<file path="config.mk">
export PLATFORM = sky130hd
export DESIGN_NAME = hsv_to_rgb_brightness_flat
export DESIGN_NICKNAME = d
export VERILOG_FILES = /design/src/rtl/hsvrgb_pkg.sv /design/src/rtl/hsvrgb_in_if.sv /design/src/rtl/hsvrgb_out_if.sv /design/src/rtl/hsvrgb_hue_reduce.sv /design/src/rtl/hsvrgb_convert.sv /design/src/rtl/hsvrgb_scale.sv /design/src/rtl/hsv_to_rgb_brightness.sv /design/src/flat_wrapper.sv
export SDC_FILE = /design/constraint.sdc
export NUM_CORES = 2
export LEC_CHECK = 0
export BUFFER_PORTS_ARGS = -buffer_cell sky130_fd_sc_hd__buf_2
export CORE_MARGIN = 2
export CORE_UTILIZATION = 25
export CTS_CLUSTER_SIZE = 14
export DETAILED_ROUTE_END_ITERATION = 8
export MAX_ROUTING_LAYER = met4
export PLACE_DENSITY = 0.48
export SLEW_MARGIN = 20
export SYNTH_ARGS = -nofsm -noshare
export SYNTH_HDL_FRONTEND = slang
export SYNTH_SLANG_ARGS = --single-unit
</file>
<file path="constraint.sdc">
create_clock -name clk -period 12.95 [get_ports clk]
set_input_delay 1.295 -clock clk [delete_from_list [all_inputs] [get_ports clk]]
set_output_delay 1.295 -clock clk [all_outputs]
set_load 0.05 [all_outputs]
</file>
<file path="src/rtl/hsvrgb_pkg.sv">
// Shared widths, constants, codes and item types of the HSV to RGB brightness pipeline.
package hsvrgb_pkg;

	// Field widths.
	localparam int IDX_W  = 10;
	localparam int CH_W   = 8;
	localparam int HUE_W  = 16;
	localparam int PCT_W  = 7;
	localparam int GAIN_W = 9;
	localparam int HDEG_W = 9;
	localparam int HOFF_W = 6;

	// Opcodes of a pixel write.
	localparam logic OP_RGB = 1'b0;
	localparam logic OP_HSV = 1'b1;

	// Full-scale levels.
	localparam logic [GAIN_W-1:0] GAIN_FULL  = 9'd256;
	localparam logic [PCT_W-1:0]  PCT_FULL   = 7'd100;
	localparam int                LEVEL_FULL = 255;
	localparam int                HUE_CIRCLE = 360;
	localparam int                SECTOR_DEG = 60;

	// Reciprocals for division by constants: floor(x / d) = (x * RECIP) >> SHIFT.
	// The hue reciprocal rounds down and may leave the quotient one short,
	// which a single compare and subtract puts right.
	localparam logic [15:0] HUE_RECIP = 16'd46603;
	localparam int          HUE_SHIFT = 24;
	localparam logic [12:0] PCT_RECIP = 13'd5243;
	localparam int          PCT_SHIFT = 19;
	localparam logic [14:0] SEC_RECIP = 15'd17477;
	localparam int          SEC_SHIFT = 20;

	// Hue sectors of sixty degrees, named by the two colours they lie between.
	localparam logic [2:0] SEC_RED_YEL = 3'd0;
	localparam logic [2:0] SEC_YEL_GRN = 3'd1;
	localparam logic [2:0] SEC_GRN_CYN = 3'd2;
	localparam logic [2:0] SEC_CYN_BLU = 3'd3;
	localparam logic [2:0] SEC_BLU_MAG = 3'd4;
	localparam logic [2:0] SEC_MAG_RED = 3'd5;

	// One pixel write as it enters the pipeline.
	typedef struct packed {
		logic              opcode;
		logic [IDX_W-1:0]  pixel_index;
		logic [CH_W-1:0]   red;
		logic [CH_W-1:0]   green;
		logic [CH_W-1:0]   blue;
		logic [HUE_W-1:0]  hue;
		logic [PCT_W-1:0]  saturation;
		logic [PCT_W-1:0]  value_level;
	} pix_item_t;

	// A pixel write after hue reduction and the maximum level.
	typedef struct packed {
		logic              opcode;
		logic [IDX_W-1:0]  pixel_index;
		logic [CH_W-1:0]   red;
		logic [CH_W-1:0]   green;
		logic [CH_W-1:0]   blue;
		logic [HDEG_W-1:0] hue_deg;
		logic [PCT_W-1:0]  sat;
		logic [CH_W-1:0]   level_hi;
	} hue_item_t;

	// An unscaled RGB pixel.
	typedef struct packed {
		logic [IDX_W-1:0]  pixel_index;
		logic [CH_W-1:0]   red;
		logic [CH_W-1:0]   green;
		logic [CH_W-1:0]   blue;
	} rgb_item_t;

endpackage

</file>
<file path="src/rtl/hsvrgb_in_if.sv">
// Channel carrying pixel writes into the block.
interface hsvrgb_in_if;
	import hsvrgb_pkg::*;

	logic              valid;
	logic              ready;
	logic              opcode;
	logic [IDX_W-1:0]  pixel_index;
	logic [CH_W-1:0]   red_in;
	logic [CH_W-1:0]   green_in;
	logic [CH_W-1:0]   blue_in;
	logic [HUE_W-1:0]  hue;
	logic [PCT_W-1:0]  saturation;
	logic [PCT_W-1:0]  value_level;

	modport source (
		output valid, opcode, pixel_index, red_in, green_in, blue_in,
		       hue, saturation, value_level,
		input  ready
	);

	modport sink (
		input  valid, opcode, pixel_index, red_in, green_in, blue_in,
		       hue, saturation, value_level,
		output ready
	);
endinterface

</file>
<file path="src/rtl/hsvrgb_out_if.sv">
// Channel carrying scaled pixel colours out of the block.
interface hsvrgb_out_if;
	import hsvrgb_pkg::*;

	logic              valid;
	logic              ready;
	logic [IDX_W-1:0]  pixel_addr;
	logic [CH_W-1:0]   red_out;
	logic [CH_W-1:0]   green_out;
	logic [CH_W-1:0]   blue_out;

	modport source (
		output valid, pixel_addr, red_out, green_out, blue_out,
		input  ready
	);

	modport sink (
		input  valid, pixel_addr, red_out, green_out, blue_out,
		output ready
	);
endinterface

</file>
<file path="src/rtl/hsvrgb_hue_reduce.sv">
// Two pipeline stages: hue modulo 360, percent clamping and the maximum channel level.
module hsvrgb_hue_reduce (
	input  logic                   clk,
	input  logic                   arst_n,
	input  logic                   in_valid,
	output logic                   in_ready,
	input  hsvrgb_pkg::pix_item_t  in_item,
	output logic                   out_valid,
	input  logic                   out_ready,
	output hsvrgb_pkg::hue_item_t  out_item
);
	import hsvrgb_pkg::*;

	logic                v_s1, v_s2;
	logic                en_s1, en_s2;
	pix_item_t           item_s1;
	logic [7:0]          hq_s1;
	logic [PCT_W-1:0]    sat_s1;
	logic [14:0]         vprod_s1;
	hue_item_t           item_s2;

	logic [31:0]         hue_prod;
	logic [PCT_W-1:0]    sat_cl, val_cl;
	logic [16:0]         h_raw;
	logic [27:0]         hi_prod;
	logic [HDEG_W-1:0]   h_deg;

	// A stage takes a new item when it is empty or its item moves on.
	assign en_s2    = !v_s2 || out_ready;
	assign en_s1    = !v_s1 || en_s2;
	assign in_ready = en_s1;

	// Stage 1: estimate of hue / 360 and the clamped percentages.
	always_comb begin
		hue_prod = 32'(in_item.hue) * 32'(HUE_RECIP);
		sat_cl   = (in_item.saturation > PCT_FULL) ? PCT_FULL : in_item.saturation;
		val_cl   = (in_item.value_level > PCT_FULL) ? PCT_FULL : in_item.value_level;
	end

	always_ff @(posedge clk or negedge arst_n) begin
		if (!arst_n) begin
			v_s1 <= 1'b0;
		end else if (en_s1) begin
			v_s1 <= in_valid;
		end
	end

	always_ff @(posedge clk) begin
		if (en_s1) begin
			item_s1  <= in_item;
			hq_s1    <= hue_prod[HUE_SHIFT +: 8];
			sat_s1   <= sat_cl;
			vprod_s1 <= 15'(val_cl) * 15'(LEVEL_FULL);
		end
	end

	// Stage 2: remainder with one correction step, and floor(v * 255 / 100).
	always_comb begin
		h_raw   = {1'b0, item_s1.hue} - 17'(hq_s1) * 17'(HUE_CIRCLE);
		if (h_raw >= 17'(HUE_CIRCLE)) begin
			h_deg = HDEG_W'(h_raw - 17'(HUE_CIRCLE));
		end else begin
			h_deg = HDEG_W'(h_raw);
		end
		hi_prod = 28'(vprod_s1) * 28'(PCT_RECIP);
	end

	always_ff @(posedge clk or negedge arst_n) begin
		if (!arst_n) begin
			v_s2 <= 1'b0;
		end else if (en_s2) begin
			v_s2 <= v_s1;
		end
	end

	always_ff @(posedge clk) begin
		if (en_s2) begin
			item_s2.opcode      <= item_s1.opcode;
			item_s2.pixel_index <= item_s1.pixel_index;
			item_s2.red         <= item_s1.red;
			item_s2.green       <= item_s1.green;
			item_s2.blue        <= item_s1.blue;
			item_s2.hue_deg     <= h_deg;
			item_s2.sat         <= sat_s1;
			item_s2.level_hi    <= hi_prod[PCT_SHIFT +: CH_W];
		end
	end

	assign out_valid = v_s2;
	assign out_item  = item_s2;

	// The reduced hue is the exact remainder of the hue that entered the stage before.
	a_hue_mod: assert property (@(posedge clk) disable iff (!arst_n)
		(v_s1 && en_s2) |=> (32'(item_s2.hue_deg) == 32'($past(item_s1.hue)) % HUE_CIRCLE))
		else $error("hue remainder does not match hue modulo 360");

endmodule

</file>
<file path="src/rtl/hsvrgb_convert.sv">
// Five pipeline stages: sector split, minimum level, ramp and channel selection.
module hsvrgb_convert (
	input  logic                   clk,
	input  logic                   arst_n,
	input  logic                   in_valid,
	output logic                   in_ready,
	input  hsvrgb_pkg::hue_item_t  in_item,
	output logic                   out_valid,
	input  logic                   out_ready,
	output hsvrgb_pkg::rgb_item_t  out_item
);
	import hsvrgb_pkg::*;

	// Fields that ride along unchanged down to the channel selection.
	typedef struct packed {
		logic             opcode;
		logic [IDX_W-1:0] pixel_index;
		logic [CH_W-1:0]  red;
		logic [CH_W-1:0]  green;
		logic [CH_W-1:0]  blue;
		logic [2:0]       sector;
	} side_t;

	logic              v_s3, v_s4, v_s5, v_s6, v_s7;
	logic              en_s3, en_s4, en_s5, en_s6, en_s7;
	side_t             side_s3, side_s4, side_s5, side_s6;
	logic [CH_W-1:0]   hi_s3, hi_s4, hi_s5, hi_s6;
	logic [HOFF_W-1:0] off_s3, off_s4;
	logic [14:0]       loprod_s3;
	logic [CH_W-1:0]   lo_s4, lo_s5, lo_s6;
	logic [13:0]       dprod_s5;
	logic [CH_W-1:0]   adj_s6;
	rgb_item_t         item_s7;

	side_t             side_in;
	logic [2:0]        sector;
	logic [HDEG_W-1:0] sec_base;
	logic [27:0]       lo_prod;
	logic [28:0]       adj_prod;
	logic [CH_W-1:0]   up, down;
	rgb_item_t         rgb_sel;

	// A stage takes a new item when it is empty or its item moves on.
	assign en_s7    = !v_s7 || out_ready;
	assign en_s6    = !v_s6 || en_s7;
	assign en_s5    = !v_s5 || en_s6;
	assign en_s4    = !v_s4 || en_s5;
	assign en_s3    = !v_s3 || en_s4;
	assign in_ready = en_s3;

	// Valid bits of the five stages.
	always_ff @(posedge clk or negedge arst_n) begin
		if (!arst_n) begin
			v_s3 <= 1'b0;
			v_s4 <= 1'b0;
			v_s5 <= 1'b0;
			v_s6 <= 1'b0;
			v_s7 <= 1'b0;
		end else begin
			if (en_s3) v_s3 <= in_valid;
			if (en_s4) v_s4 <= v_s3;
			if (en_s5) v_s5 <= v_s4;
			if (en_s6) v_s6 <= v_s5;
			if (en_s7) v_s7 <= v_s6;
		end
	end

	// Stage 3: sector and offset within it by comparison, and hi * (100 - s).
	always_comb begin
		priority if (in_item.hue_deg >= HDEG_W'(5 * SECTOR_DEG)) begin
			sector   = SEC_MAG_RED;
			sec_base = HDEG_W'(5 * SECTOR_DEG);
		end else if (in_item.hue_deg >= HDEG_W'(4 * SECTOR_DEG)) begin
			sector   = SEC_BLU_MAG;
			sec_base = HDEG_W'(4 * SECTOR_DEG);
		end else if (in_item.hue_deg >= HDEG_W'(3 * SECTOR_DEG)) begin
			sector   = SEC_CYN_BLU;
			sec_base = HDEG_W'(3 * SECTOR_DEG);
		end else if (in_item.hue_deg >= HDEG_W'(2 * SECTOR_DEG)) begin
			sector   = SEC_GRN_CYN;
			sec_base = HDEG_W'(2 * SECTOR_DEG);
		end else if (in_item.hue_deg >= HDEG_W'(SECTOR_DEG)) begin
			sector   = SEC_YEL_GRN;
			sec_base = HDEG_W'(SECTOR_DEG);
		end else begin
			sector   = SEC_RED_YEL;
			sec_base = '0;
		end
		side_in.opcode      = in_item.opcode;
		side_in.pixel_index = in_item.pixel_index;
		side_in.red         = in_item.red;
		side_in.green       = in_item.green;
		side_in.blue        = in_item.blue;
		side_in.sector      = sector;
	end

	always_ff @(posedge clk) begin
		if (en_s3) begin
			side_s3   <= side_in;
			hi_s3     <= in_item.level_hi;
			off_s3    <= HOFF_W'(in_item.hue_deg - sec_base);
			loprod_s3 <= 15'(in_item.level_hi) * 15'(PCT_FULL - in_item.sat);
		end
	end

	// Stage 4: the minimum level, floor(hi * (100 - s) / 100).
	assign lo_prod = 28'(loprod_s3) * 28'(PCT_RECIP);

	always_ff @(posedge clk) begin
		if (en_s4) begin
			side_s4 <= side_s3;
			hi_s4   <= hi_s3;
			off_s4  <= off_s3;
			lo_s4   <= lo_prod[PCT_SHIFT +: CH_W];
		end
	end

	// Stage 5: span between the levels times the offset in the sector.
	always_ff @(posedge clk) begin
		if (en_s5) begin
			side_s5  <= side_s4;
			hi_s5    <= hi_s4;
			lo_s5    <= lo_s4;
			dprod_s5 <= 14'(hi_s4 - lo_s4) * 14'(off_s4);
		end
	end

	// Stage 6: the ramp, floor(span * offset / 60).
	assign adj_prod = 29'(dprod_s5) * 29'(SEC_RECIP);

	always_ff @(posedge clk) begin
		if (en_s6) begin
			side_s6 <= side_s5;
			hi_s6   <= hi_s5;
			lo_s6   <= lo_s5;
			adj_s6  <= adj_prod[SEC_SHIFT +: CH_W];
		end
	end

	// Stage 7: place the levels by sector, or pass a direct colour through.
	always_comb begin
		up   = lo_s6 + adj_s6;
		down = hi_s6 - adj_s6;
		rgb_sel.pixel_index = side_s6.pixel_index;
		unique case (side_s6.sector)
			SEC_RED_YEL: begin
				rgb_sel.red = hi_s6; rgb_sel.green = up;    rgb_sel.blue = lo_s6;
			end
			SEC_YEL_GRN: begin
				rgb_sel.red = down;  rgb_sel.green = hi_s6; rgb_sel.blue = lo_s6;
			end
			SEC_GRN_CYN: begin
				rgb_sel.red = lo_s6; rgb_sel.green = hi_s6; rgb_sel.blue = up;
			end
			SEC_CYN_BLU: begin
				rgb_sel.red = lo_s6; rgb_sel.green = down;  rgb_sel.blue = hi_s6;
			end
			SEC_BLU_MAG: begin
				rgb_sel.red = up;    rgb_sel.green = lo_s6; rgb_sel.blue = hi_s6;
			end
			default: begin
				rgb_sel.red = hi_s6; rgb_sel.green = lo_s6; rgb_sel.blue = down;
			end
		endcase
		if (side_s6.opcode == OP_RGB) begin
			rgb_sel.red   = side_s6.red;
			rgb_sel.green = side_s6.green;
			rgb_sel.blue  = side_s6.blue;
		end
	end

	always_ff @(posedge clk) begin
		if (en_s7) begin
			item_s7 <= rgb_sel;
		end
	end

	assign out_valid = v_s7;
	assign out_item  = item_s7;

	// The minimum level never exceeds the maximum.
	a_lo_le_hi: assert property (@(posedge clk) disable iff (!arst_n)
		v_s4 |-> (lo_s4 <= hi_s4))
		else $error("minimum level above maximum level");

	// The ramp stays inside the span, so neither up nor down wraps.
	a_adj_span: assert property (@(posedge clk) disable iff (!arst_n)
		(v_s5 && en_s6) |=> (adj_s6 <= hi_s6 - lo_s6))
		else $error("ramp exceeds the span between levels");

endmodule

</file>
<file path="src/rtl/hsvrgb_scale.sv">
// Brightness register and the output stage that scales each channel by it.
module hsvrgb_scale (
	input  logic                               clk,
	input  logic                               arst_n,
	input  logic                               gain_we,
	input  logic [hsvrgb_pkg::GAIN_W-1:0]      gain_wdata,
	input  logic                               in_valid,
	output logic                               in_ready,
	input  hsvrgb_pkg::rgb_item_t              in_item,
	output logic                               out_valid,
	input  logic                               out_ready,
	output hsvrgb_pkg::rgb_item_t              out_item
);
	import hsvrgb_pkg::*;

	logic [GAIN_W-1:0] gain_q;
	logic              v_s8, en_s8;
	rgb_item_t         item_s8;
	logic [16:0]       r_prod, g_prod, b_prod;

	// Gain register; values above full scale are held as full scale.
	always_ff @(posedge clk or negedge arst_n) begin
		if (!arst_n) begin
			gain_q <= GAIN_FULL;
		end else if (gain_we) begin
			gain_q <= (gain_wdata > GAIN_FULL) ? GAIN_FULL : gain_wdata;
		end
	end

	// The output register doubles as the scaling stage.
	assign en_s8    = !v_s8 || out_ready;
	assign in_ready = en_s8;

	always_comb begin
		r_prod = 17'(in_item.red)   * 17'(gain_q);
		g_prod = 17'(in_item.green) * 17'(gain_q);
		b_prod = 17'(in_item.blue)  * 17'(gain_q);
	end

	always_ff @(posedge clk or negedge arst_n) begin
		if (!arst_n) begin
			v_s8 <= 1'b0;
		end else if (en_s8) begin
			v_s8 <= in_valid;
		end
	end

	always_ff @(posedge clk) begin
		if (en_s8) begin
			item_s8.pixel_index <= in_item.pixel_index;
			item_s8.red         <= r_prod[CH_W +: CH_W];
			item_s8.green       <= g_prod[CH_W +: CH_W];
			item_s8.blue        <= b_prod[CH_W +: CH_W];
		end
	end

	assign out_valid = v_s8;
	assign out_item  = item_s8;

	// A write above full scale leaves the register at full scale.
	a_gain_clamp: assert property (@(posedge clk) disable iff (!arst_n)
		(gain_we && gain_wdata > GAIN_FULL) |=> (gain_q == GAIN_FULL))
		else $error("brightness gain not clamped at full scale");

endmodule

</file>
<file path="src/rtl/hsv_to_rgb_brightness.sv">
// Top level of the pixel colour pipeline: HSV or direct RGB writes, scaled by brightness.
// Each pixel write on pixel_item yields one colour on color_item. A new item is taken every
// clock while the output is not stalled; the rate is set by the
// eight-stage pipeline, in which each division by 360, 100 or 60 is a registered
// multiplication by a reciprocal (hue remainder, maximum level, minimum level, ramp) and the
// last stage multiplies each channel by the brightness gain. A write of opcode 0 passes its
// RGB levels through; opcode 1 converts hue (degrees, taken modulo 360), saturation and value
// (percent, clamped at 100). The gain is written through gain_we and gain_wdata in units of
// 1/256, reset to 256, and any value above 256 acts as 256; write it only while the pipeline
// is empty. The pixel index is carried through unchanged.
module hsv_to_rgb_brightness (
	input  logic                           clk,
	input  logic                           arst_n,
	input  logic                           gain_we,
	input  logic [hsvrgb_pkg::GAIN_W-1:0]  gain_wdata,
	hsvrgb_in_if.sink                      pixel_item,
	hsvrgb_out_if.source                   color_item
);
	import hsvrgb_pkg::*;

	pix_item_t  in_item;
	hue_item_t  hue_item;
	rgb_item_t  rgb_item;
	rgb_item_t  res_item;
	logic       hue_valid, hue_ready;
	logic       rgb_valid, rgb_ready;

	// Gather the input fields into one item.
	always_comb begin
		in_item.opcode      = pixel_item.opcode;
		in_item.pixel_index = pixel_item.pixel_index;
		in_item.red         = pixel_item.red_in;
		in_item.green       = pixel_item.green_in;
		in_item.blue        = pixel_item.blue_in;
		in_item.hue         = pixel_item.hue;
		in_item.saturation  = pixel_item.saturation;
		in_item.value_level = pixel_item.value_level;
	end

	hsvrgb_hue_reduce u_hue (
		.clk       (clk),
		.arst_n    (arst_n),
		.in_valid  (pixel_item.valid),
		.in_ready  (pixel_item.ready),
		.in_item   (in_item),
		.out_valid (hue_valid),
		.out_ready (hue_ready),
		.out_item  (hue_item)
	);

	hsvrgb_convert u_conv (
		.clk       (clk),
		.arst_n    (arst_n),
		.in_valid  (hue_valid),
		.in_ready  (hue_ready),
		.in_item   (hue_item),
		.out_valid (rgb_valid),
		.out_ready (rgb_ready),
		.out_item  (rgb_item)
	);

	hsvrgb_scale u_scale (
		.clk        (clk),
		.arst_n     (arst_n),
		.gain_we    (gain_we),
		.gain_wdata (gain_wdata),
		.in_valid   (rgb_valid),
		.in_ready   (rgb_ready),
		.in_item    (rgb_item),
		.out_valid  (color_item.valid),
		.out_ready  (color_item.ready),
		.out_item   (res_item)
	);

	// Spread the result item onto the output fields.
	assign color_item.pixel_addr = res_item.pixel_index;
	assign color_item.red_out    = res_item.red;
	assign color_item.green_out  = res_item.green;
	assign color_item.blue_out   = res_item.blue;

endmodule

</file>
<file path="src/flat_wrapper.sv">
// flat-port wrapper written by rule: the top's interface ports become plain ports
module hsv_to_rgb_brightness_flat import hsvrgb_pkg::*;
  (clk, arst_n, gain_we, gain_wdata, pixel_item_valid, pixel_item_opcode, pixel_item_pixel_index, pixel_item_red_in, pixel_item_green_in, pixel_item_blue_in, pixel_item_hue, pixel_item_saturation, pixel_item_value_level, pixel_item_ready, color_item_valid, color_item_pixel_addr, color_item_red_out, color_item_green_out, color_item_blue_out, color_item_ready);
  hsvrgb_in_if pixel_item_i ();
  hsvrgb_out_if color_item_i ();
  input  logic clk;
  input  logic arst_n;
  input  logic gain_we;
  input  logic [hsvrgb_pkg::GAIN_W-1:0] gain_wdata;
  input wire logic [$bits(pixel_item_i.valid)-1:0] pixel_item_valid;
  input wire logic [$bits(pixel_item_i.opcode)-1:0] pixel_item_opcode;
  input wire logic [$bits(pixel_item_i.pixel_index)-1:0] pixel_item_pixel_index;
  input wire logic [$bits(pixel_item_i.red_in)-1:0] pixel_item_red_in;
  input wire logic [$bits(pixel_item_i.green_in)-1:0] pixel_item_green_in;
  input wire logic [$bits(pixel_item_i.blue_in)-1:0] pixel_item_blue_in;
  input wire logic [$bits(pixel_item_i.hue)-1:0] pixel_item_hue;
  input wire logic [$bits(pixel_item_i.saturation)-1:0] pixel_item_saturation;
  input wire logic [$bits(pixel_item_i.value_level)-1:0] pixel_item_value_level;
  output wire logic [$bits(pixel_item_i.ready)-1:0] pixel_item_ready;
  output wire logic [$bits(color_item_i.valid)-1:0] color_item_valid;
  output wire logic [$bits(color_item_i.pixel_addr)-1:0] color_item_pixel_addr;
  output wire logic [$bits(color_item_i.red_out)-1:0] color_item_red_out;
  output wire logic [$bits(color_item_i.green_out)-1:0] color_item_green_out;
  output wire logic [$bits(color_item_i.blue_out)-1:0] color_item_blue_out;
  input wire logic [$bits(color_item_i.ready)-1:0] color_item_ready;
  assign pixel_item_i.valid = pixel_item_valid;
  assign pixel_item_i.opcode = pixel_item_opcode;
  assign pixel_item_i.pixel_index = pixel_item_pixel_index;
  assign pixel_item_i.red_in = pixel_item_red_in;
  assign pixel_item_i.green_in = pixel_item_green_in;
  assign pixel_item_i.blue_in = pixel_item_blue_in;
  assign pixel_item_i.hue = pixel_item_hue;
  assign pixel_item_i.saturation = pixel_item_saturation;
  assign pixel_item_i.value_level = pixel_item_value_level;
  assign pixel_item_ready = pixel_item_i.ready;
  assign color_item_valid = color_item_i.valid;
  assign color_item_pixel_addr = color_item_i.pixel_addr;
  assign color_item_red_out = color_item_i.red_out;
  assign color_item_green_out = color_item_i.green_out;
  assign color_item_blue_out = color_item_i.blue_out;
  assign color_item_i.ready = color_item_ready;
  hsv_to_rgb_brightness u_core (.clk(clk), .arst_n(arst_n), .gain_we(gain_we), .gain_wdata(gain_wdata), .pixel_item(pixel_item_i), .color_item(color_item_i));
endmodule
</file>
==> metrics.yaml <==
wl_per_cell_um: 14.14
cts_made_buffers: 54
slew_violations: 0
grt_pass1_vias: 27170
clock_sinks: 482
crit_path_start: "pixel_item_hue[6]"
seqCellArea_um2: 14390
timing.rr.start: "u_core.u_conv.hi_s4[1]"
io_buffers: 114
post_cts_buffers: 0
first_pass_iters: 5
track_usage: 0.1060
hold_viol_final: 0
start_util: 0.2519
cts_tree: "built"
worstPathCellList: "buf_2 > ha_1 > fa_1 > inv_1 > fa_1 > inv_1 > fa_1 > inv_1 > fa_1 > fa_1 > inv_1 > ha_1 > a211oi_1 > o21bai_1 > a311oi_1 > o21ai_0 > o311a_1 > a311oi_1 > o21ai_1 > xor2_1"
synth-edff-count: 465
hpwlAfterDp_um: 68770
antenna_found_initial: 0
crit_cells: 20
crit_slowest_cell: "fa_1"
crit_path_max_fanout: 5
cts_resized: 0
clk_pin_slew_ns: 0.06
crit_family: "adder cells"
detail-route-antenna-nets: 0
die_w_um: 414.7
path_buf_inv: 5
hold_path_depth: 0
multi_input_area_um2: 24680
dieArea_um2: 172000
synth.avg_cell_area_um2: 11.50
slew_headroom: 0.2773
syn_inst: 3669
final-setup-viol-count: 0
ys_seq_area_frac: 0.3412
drc: 0
hold_class: "reg2reg"
reg2reg_slack_ns: 6.64
rows: 150
skew_ns: 0.05679
path_class: "in2reg"
vias: 25060
die_y_um: 414.7
period_share: 0.4949
async_reset_ff_frac: 0.03527
r2r-end: "u_core.u_conv.dprod_s5[13]"
ys.warnings.count: 0
num-fill-cells: 17400
grt_overflow_total: 0
grt_pass1_wl_um: 144100
drt-initial-drc-count: 1102
worst_slew_pin_slew_ns: 1.080
clk_latency_ns: 0.67
synth_flop_cell: "edfxtp_1"
ios: 115
synth_nets: 4847
setup_tns_ns: 0
htreeDepth: 2
vias_per_cell: 4.141
syn_area_um2: 42180
grt_start_max_net_pins: 64
num_antenna_cells: 0
endpoint_kind: "flop"
reg2reg_depth: 21
startpoint_type: "input pin"
core_area_um2: 167400
crit_top_cell: "fa_1"
areaGrowthSynthToFinish_pct: 11.87
critPathCapture: "u_core.u_hue.hq_s1[6]"
cap_viol_max_count: 0
cp.arrival_ns: 6.77
clock_tree.buffer_depth: 3
fin_nets: 4982
drive_gt1_frac: 0.06370
max_stage_delay_ns: 0.50
cts_hold_buf: 0
period_needed_ns: 6.409
fmax_ghz: 0.1560
gp_congestion: 0.8231
crit_required_ns: 13.31
grt_setup_unrepaired: "false"
ys_seq_elements: 482
synth.distinct_cells: 79
drt-total-wl_um: 85540
status: "finished clean"
cts_root_buffer: "clkbuf_16"
==> state kept, by name, indices dropped and copies added (netlist names), 28 cells and up <==
signal and count:
u_core.u_hue.out_item 59, u_core.u_conv.side_s3 38, u_core.u_hue.item_s1 51, u_core.u_conv.side_s5 38
u_core.u_conv.side_s4 38, u_core.u_scale.out_item 34, u_core.u_conv.side_s6 28, u_core.u_conv.out_item 34
==> cells by family (layout without fill, tap and decap cells) <==
group | after synthesis | in the layout | synth area share
buffers and inverters | 835 | 1012 | 0.07431
adder cells (fa/ha/maj) | 1099 | 1099 | 0.4059
XOR/XNOR | 146 | 146 | 0.03064
flip-flops | 482 | 482 | 0.3412
multiplexers | 16 | 16 | 0.004005
AO/OA/AOI/OAI | 362 | 362 | 0.05524
AND/OR/NAND/NOR | 729 | 729 | 0.08867
==> through the flow <==
step                      instances  hold slack, ns  setup WS, ns  area (um2)  utilization
final                          6050          0.3908         6.541       47180       0.2818
after global routing           6050          0.4026         6.132       47180       0.2818
after CTS                      6050          0.3834         6.595       47180       0.2818
after detailed placement       5952          0.4045         5.931       45480       0.2717
after global placement         5952          0.4005         5.999       45480       0.2717
after floorplan                3669          0.4003         5.660       42180            -
==> per-layer routing <==
layer / GRT usage / up-vias / wire length (um)
met2: 0.1829 / 236 / 42720
met5: - / - / 0
met3: 0.01321 / 100 / 2101
met1: 0.1329 / 12350 / 39140
li1: - / 12370 / -
met4: 0.02184 / 0 / 1574
==> worst min-delay path by stage <==
stage	start	to	slack [ns]
2_1_floorplan	u_core.u_conv.hi_s3[0]	u_core.u_conv.hi_s4[0]	0.40
3_3_place_gp	u_core.u_conv.side_s5[28]	u_core.u_conv.rgb_sel[25]	0.40
3_5_place_dp	u_core.u_hue.out_item[42]	u_core.u_conv.side_s3[21]	0.40
4_1_cts	u_core.u_conv.out_item[32]	u_core.u_scale.out_item[32]	0.38
5_1_grt	u_core.u_conv.side_s5[15]	u_core.u_conv.side_s6[15]	0.40
6_report	u_core.u_conv.side_s5[15]	u_core.u_conv.side_s6[15]	0.39
==> cell type report <==
class	count	area share
multi-input combinational	2352	0.5232
sequential	482	0.3050
inverter	780	0.06205
tap	2204	0.05845
clock buffer	66	0.02959
timing repair buffer	134	0.01527
clock inverter	32	0.006470
==> cell usage in the layout, fill, tap and decap left out, drive strengths merged, types with 17 or more instances in the layout <==
cell type and count:
buf 134, o21ai 84, and2 186, nor2b 37, xor2 38, fa 449
nor2 118, clkbuf 66, o21a 18, edfxtp 465, a21oi 102, nand3 30
a31oi 17, a21o 25, nor3 31, nand2b 29, clkinv 24, inv 782
ha 650, xnor2 107, nand2 212
==> synthesized netlist by cell type, drive strengths merged (4+ instances only) <==
cell,n,share of area
mux2i,9,0.0021
a21boi,8,0.0014
o22ai,7,0.0010
and4,4,0.00083
nand2b,29,0.0043
nand2,212,0.019
nor2,118,0.011
nand4b,4,0.00083
a21o,25,0.0044
nand4,9,0.0013
a41oi,4,0.00083
o2111ai,5,0.0010
or3,13,0.0020
dfrtp,16,0.0095
ha,650,0.19
nand3b,10,0.0018
o21bai,8,0.0014
o21ai,84,0.010
fa,449,0.21
clkbuf,48,0.0043
a21oi,102,0.012
nor3b,10,0.0018
o211ai,14,0.0025
nor4,5,0.00074
and3,14,0.0021
buf,7,0.00062
xor2,38,0.0079
a211oi,10,0.0019
nor3,31,0.0041
or2,12,0.0018
a22oi,9,0.0016
mux2,7,0.0019
a311oi,6,0.0012
a31oi,17,0.0025
inv,778,0.069
and2,186,0.028
nand3,30,0.0036
nor2b,37,0.0055
edfxtp,465,0.33
xnor2,107,0.022
o31ai,5,0.00089
o21a,18,0.0032
Power is left out: the tool's default activity adds up to more than one toggle a clock period on the data nets, which glitch-free logic cannot reach.
